$ cat src/hdl/pba_pkg.sv
// ----------------------------------------------------------------------------
// pba_pkg
// Shared constants, types and helpers of the page bitmap allocator.
// ----------------------------------------------------------------------------
`default_nettype none

package pba_pkg;

  localparam int unsigned NUM_WORDS          = 32768;
  localparam int unsigned PAGE_SHIFT         = 12;
  localparam int unsigned LOW_RESERVED_PAGES = 256;

  localparam int unsigned WORD_AW        = $clog2(NUM_WORDS);
  localparam int unsigned PAGE_W         = WORD_AW + 5;
  localparam int unsigned TOTAL_PAGES    = NUM_WORDS * 32;
  localparam int unsigned PFN_W          = 64 - PAGE_SHIFT;
  localparam int unsigned LOW_FULL_WORDS = LOW_RESERVED_PAGES / 32;
  localparam int unsigned LOW_TAIL_BITS  = LOW_RESERVED_PAGES % 32;

  localparam logic [31:0] FREE_FLOOR      = 32'h0010_0000;
  localparam logic [31:0] MAP_MIN_BASE    = 32'h0100_0000;
  localparam logic [31:0] MAP_USABLE_TYPE = 32'd1;

  typedef enum logic [1:0] {
    CMD_ALLOC   = 2'd0,
    CMD_FREE    = 2'd1,
    CMD_RESERVE = 2'd2,
    CMD_MAP     = 2'd3
  } cmd_e;

  typedef enum logic [1:0] {
    ST_DONE    = 2'd0,
    ST_NOFREE  = 2'd1,
    ST_IGNORED = 2'd2
  } status_e;

  typedef enum logic [1:0] {
    WOP_FIND_SET  = 2'd0,
    WOP_CLEAR     = 2'd1,
    WOP_SET_RANGE = 2'd2
  } wop_e;

  typedef enum logic [2:0] {
    S_CLEAR  = 3'd0,
    S_IDLE   = 3'd1,
    S_DECODE = 3'd2,
    S_READ   = 3'd3,
    S_MODIFY = 3'd4,
    S_RESP   = 3'd5
  } state_e;

  typedef struct packed {
    wop_e       op;
    logic [4:0] bit_idx;
    logic [4:0] lo;
    logic [4:0] hi;
  } word_ctl_t;

  // Bitmap word as it stands after reset: low pages marked used.
  function automatic logic [31:0] reset_word(input logic [WORD_AW-1:0] w);
    logic [31:0] tail;
    tail = (32'd1 << 5'(LOW_TAIL_BITS)) - 32'd1;
    if (32'(w) < LOW_FULL_WORDS) begin
      return '1;
    end else if (32'(w) == LOW_FULL_WORDS) begin
      return tail;
    end else begin
      return '0;
    end
  endfunction

endpackage

`default_nettype wire

$ cat src/hdl/pba_word_unit.sv
// ----------------------------------------------------------------------------
// pba_word_unit
// Shared word modifier: first-free search and set, bit clear, range set.
// ----------------------------------------------------------------------------
`default_nettype none

module pba_word_unit (
  input  wire pba_pkg::word_ctl_t ctl_i,
  input  wire logic [31:0]        word_i,
  output logic      [31:0]        word_o,
  output logic                    found_o,
  output logic      [4:0]         found_bit_o
);
  import pba_pkg::*;

  logic [31:0] range_mask;

  // Lowest clear bit wins.
  always_comb begin
    found_o     = 1'b0;
    found_bit_o = '0;
    for (int i = 31; i >= 0; i--) begin
      if (!word_i[i]) begin
        found_o     = 1'b1;
        found_bit_o = 5'(i);
      end
    end
  end

  assign range_mask = ({32{1'b1}} << ctl_i.lo) & ({32{1'b1}} >> (5'd31 - ctl_i.hi));

  always_comb begin
    case (ctl_i.op)
      WOP_FIND_SET:  word_o = word_i | (32'(found_o) << found_bit_o);
      WOP_CLEAR:     word_o = word_i & ~(32'd1 << ctl_i.bit_idx);
      WOP_SET_RANGE: word_o = word_i | range_mask;
      default:       word_o = word_i;
    endcase
  end

endmodule

`default_nettype wire

$ cat config.mk
export PLATFORM = sky130hd
export DESIGN_NAME = pba_word_unit
export DESIGN_NICKNAME = d
export VERILOG_FILES = /design/src/hdl/pba_pkg.sv /design/src/hdl/pba_word_unit.sv
export SDC_FILE = /design/constraint.sdc
export NUM_CORES = 1
export LEC_CHECK = 0
export BUFFER_PORTS_ARGS = -buffer_cell sky130_fd_sc_hd__buf_4
export CAP_MARGIN = 20
export CORE_ASPECT_RATIO = 0.9
export CORE_MARGIN = 3
export CORE_UTILIZATION = 44
export DETAILED_ROUTE_END_ITERATION = 10
export MAX_ROUTING_LAYER = met4
export PLACE_DENSITY = 0.85
export SYNTH_ARGS = -nofsm -noshare
export SYNTH_HDL_FRONTEND = slang
export SYNTH_SLANG_ARGS = --single-unit
$ cat constraint.sdc
create_clock -name vclk -period 2.2
set_input_delay 0.11 -clock vclk [all_inputs]
set_output_delay 0.11 -clock vclk [all_outputs]
set_load 0.02 [all_outputs]
==> impl_metrics.ini <==
[floorplan]
die_w_um = 73.9
die_h_um = 67.1
die-area_sq_um = 4950
coreArea_sq_um = 3860
ios = 87
rows = 21
start_util_pct = 47.2

[layout]
final_common_cell = buf_4
drive_above_1_share_pct = 26.0
seq_cells = 0
fill_cells = 388
multi_input_comb_area_sq_um = 1730
most-common-layout-cells = buf_4, o21ai_0, nand2_1
seq_area_sq_um = 0
synthToLayoutAreaGrowth_pct = 40.2
antenna_cells = 0
finalNetCount = 462
clkbuf_count = 0

[timing]
rsz0062_at_grt = no
hold_violations = 0
slew_violations = 0
setup-tns-final_ns = 0
post-route-period-util_pct = 94.5
fin_ws_ns = 0.121
fmax_ghz = 0.481
finalSetupViolCount = 0
period_minus_slack_ns = 2.08
worstMarginPinSlew_ns = 0.551
maxSlewHeadroom_pct = 63.0

[global_route]
grt_max_degree = 20
grt-ovfl-total = 0
grt.total_usage_pct = 36.5
grt_pass1_vias = 2698
grt_antenna_before_repair = 0
grt_pass1_wl_mm = 13.9

[synth]
syn-instance-count = 330
synth_cell_types = 42
synth_area_leaders = o21ai_0, a21oi_1, nand2_1
synth_fp_nets = 379
netlist.area_leader.share_pct = 13.2
syn_area_sq_um = 1820
synth_warnings = 0
yosys.area.top_type = o21ai_0
seq_area_frac_synth_pct = 0
synth_area_per_cell_sq_um = 5.52

[pwr]
p_sw_w = 0.000338
p_comb_share_pct = 100.0
power.density_nw_per_um2 = 218
power_frac_seq_pct = 0
switching_share_pct = 60.7
p_clk_share_pct = 0
p_leak_nw = 1.11
ir_worst_vdd_mv = 0.127
internal_power_w = 0.000218

[place]
post-place-ws_ns = 0.0624
dpl.hpwl_mm = 7.37
io_buffers = 87
routabilityCongestion = 1.05

[detailed_routing]
drc = 0
first_pass_iters = 7
drt_wl_total_mm = 9.19
vias_per_cell = 6.98
drt_iter0_markers = 697
wl_per_cell_um = 20.1
num_vias = 3188
ant_nets = 0

[worst_setup_path]
crit_path_start = word_i[6]
critPathSlowestCell = nor3_1
max_stage_delay_ns = 0.51
cp_top_family = simple AND/OR/NAND/NOR gates
crit_path_end = word_o[19]
crit_path_end_kind = output pin
worstPathRequired_ns = 2.09
path_buf_inv = 2
crit_type = in -> out
critPathMaxFanout = 6
cp.depth = 8
worstPathArrival_ns = 1.97
start_kind = primary input
crit_chain = buf_4 -> nand4_1 -> or2_1 -> nand2b_1 -> nor3_1 -> nand4_1 -> a22oi_1 -> buf_4

[flow_run]
cap_violations = 0

[clock_tree]
cts_hold_buffers = 0

[outcome]
status = finished clean

[hold_path]
min_path_cells = 4
hp-class = in -> out
## power by group through the flow
stage	combinational (W)	clock, W	sequential (W)
CTS	0.000539	0	0
global placement	0.000534	0	0
detailed placement	0.000536	0	0
floorplan	0.000277	0	0
finish	0.000556	0	0
global route	0.000589	0	0
## tightest hold or removal path: cells and delay by family
kind / cells / cell delay (ns)
buf+inv: 2 / 0.26
compound gates: 2 / 0.16
## synthesized netlist by cell type, types with 2 or more instances
| cell type | count |
|---|---|
| a211oi_1 | 3 |
| or3_1 | 2 |
| a211o_1 | 2 |
| o21a_1 | 6 |
| nand4_1 | 20 |
| a31o_1 | 2 |
| a311oi_1 | 2 |
| nand3_1 | 11 |
| inv_2 | 2 |
| o31ai_1 | 2 |
| o21ai_0 | 48 |
| and4_1 | 2 |
| or4b_4 | 2 |
| nor2_1 | 27 |
| o2111ai_1 | 2 |
| nand2_1 | 42 |
| a21o_1 | 15 |
| and3_1 | 3 |
| a31oi_1 | 12 |
| clkbuf_1 | 16 |
| nand2b_1 | 8 |
| o21ai_1 | 11 |
| a22oi_1 | 15 |
| inv_1 | 7 |
| o21bai_1 | 2 |
| nor2b_1 | 8 |
| a21oi_1 | 38 |
| nor3_1 | 6 |
## worst min path at each step
stage | slack (ns) | end | start
finish | 0.65 | word_o[8] | word_i[8]
global route | 0.68 | word_o[5] | word_i[5]
CTS | 0.64 | word_o[8] | word_i[8]
detailed placement | 0.64 | word_o[8] | word_i[8]
global placement | 0.65 | word_o[25] | word_i[25]
floorplan | 0.35 | found_bit_o[0] | word_i[0]
## what timing repair did
item / in CTS / in global routing
setup buffers: 0 / 0
resized for setup: 0 / 1
endpoints found under the setup margin: 0 / 5
## final cells by class
cell class	instances	area share, %
inverters	9	1.32
well taps	46	2.25
repair buffers	98	28.8
multi-input cells	304	67.6
## cell families (layout without fill, tap and decap cells)
logic type / after synthesis / count (layout) / synth area share, %
AND/OR/NAND/NOR: 136 / 136 / 38.0
AO/OA/AOI/OAI: 168 / 168 / 56.6
buffers and inverters: 26 / 107 / 5.42
## per-layer routing
metal / vias to the layer above / global-route usage [%] / part of all wire [%]
li1: 1437 / - / -
met1: 1407 / 50.2 / 39
met2: 312 / 55.1 / 42
met3: 32 / 4.68 / 14
met4: 0 / 11.3 / 3.9
met5: - / - / 0
## stage by stage
| step | instances | utilization (%) | area, sq um | total power, W | hold slack [ns] |
|---|---|---|---|---|---|
| detailed placement | 457 | 66.1 | 2550 | 0.000536 | 0.638 |
| global placement | 457 | 66.1 | 2550 | 0.000534 | 0.652 |
| global route | 457 | 66.1 | 2550 | 0.000589 | 0.677 |
| floorplan | 330 | - | 1820 | 0.000277 | 0.350 |
| CTS | 457 | 66.1 | 2550 | 0.000539 | 0.639 |
| finish | 457 | 66.1 | 2550 | 0.000556 | 0.645 |
Power figures use the tool's default switching activity.
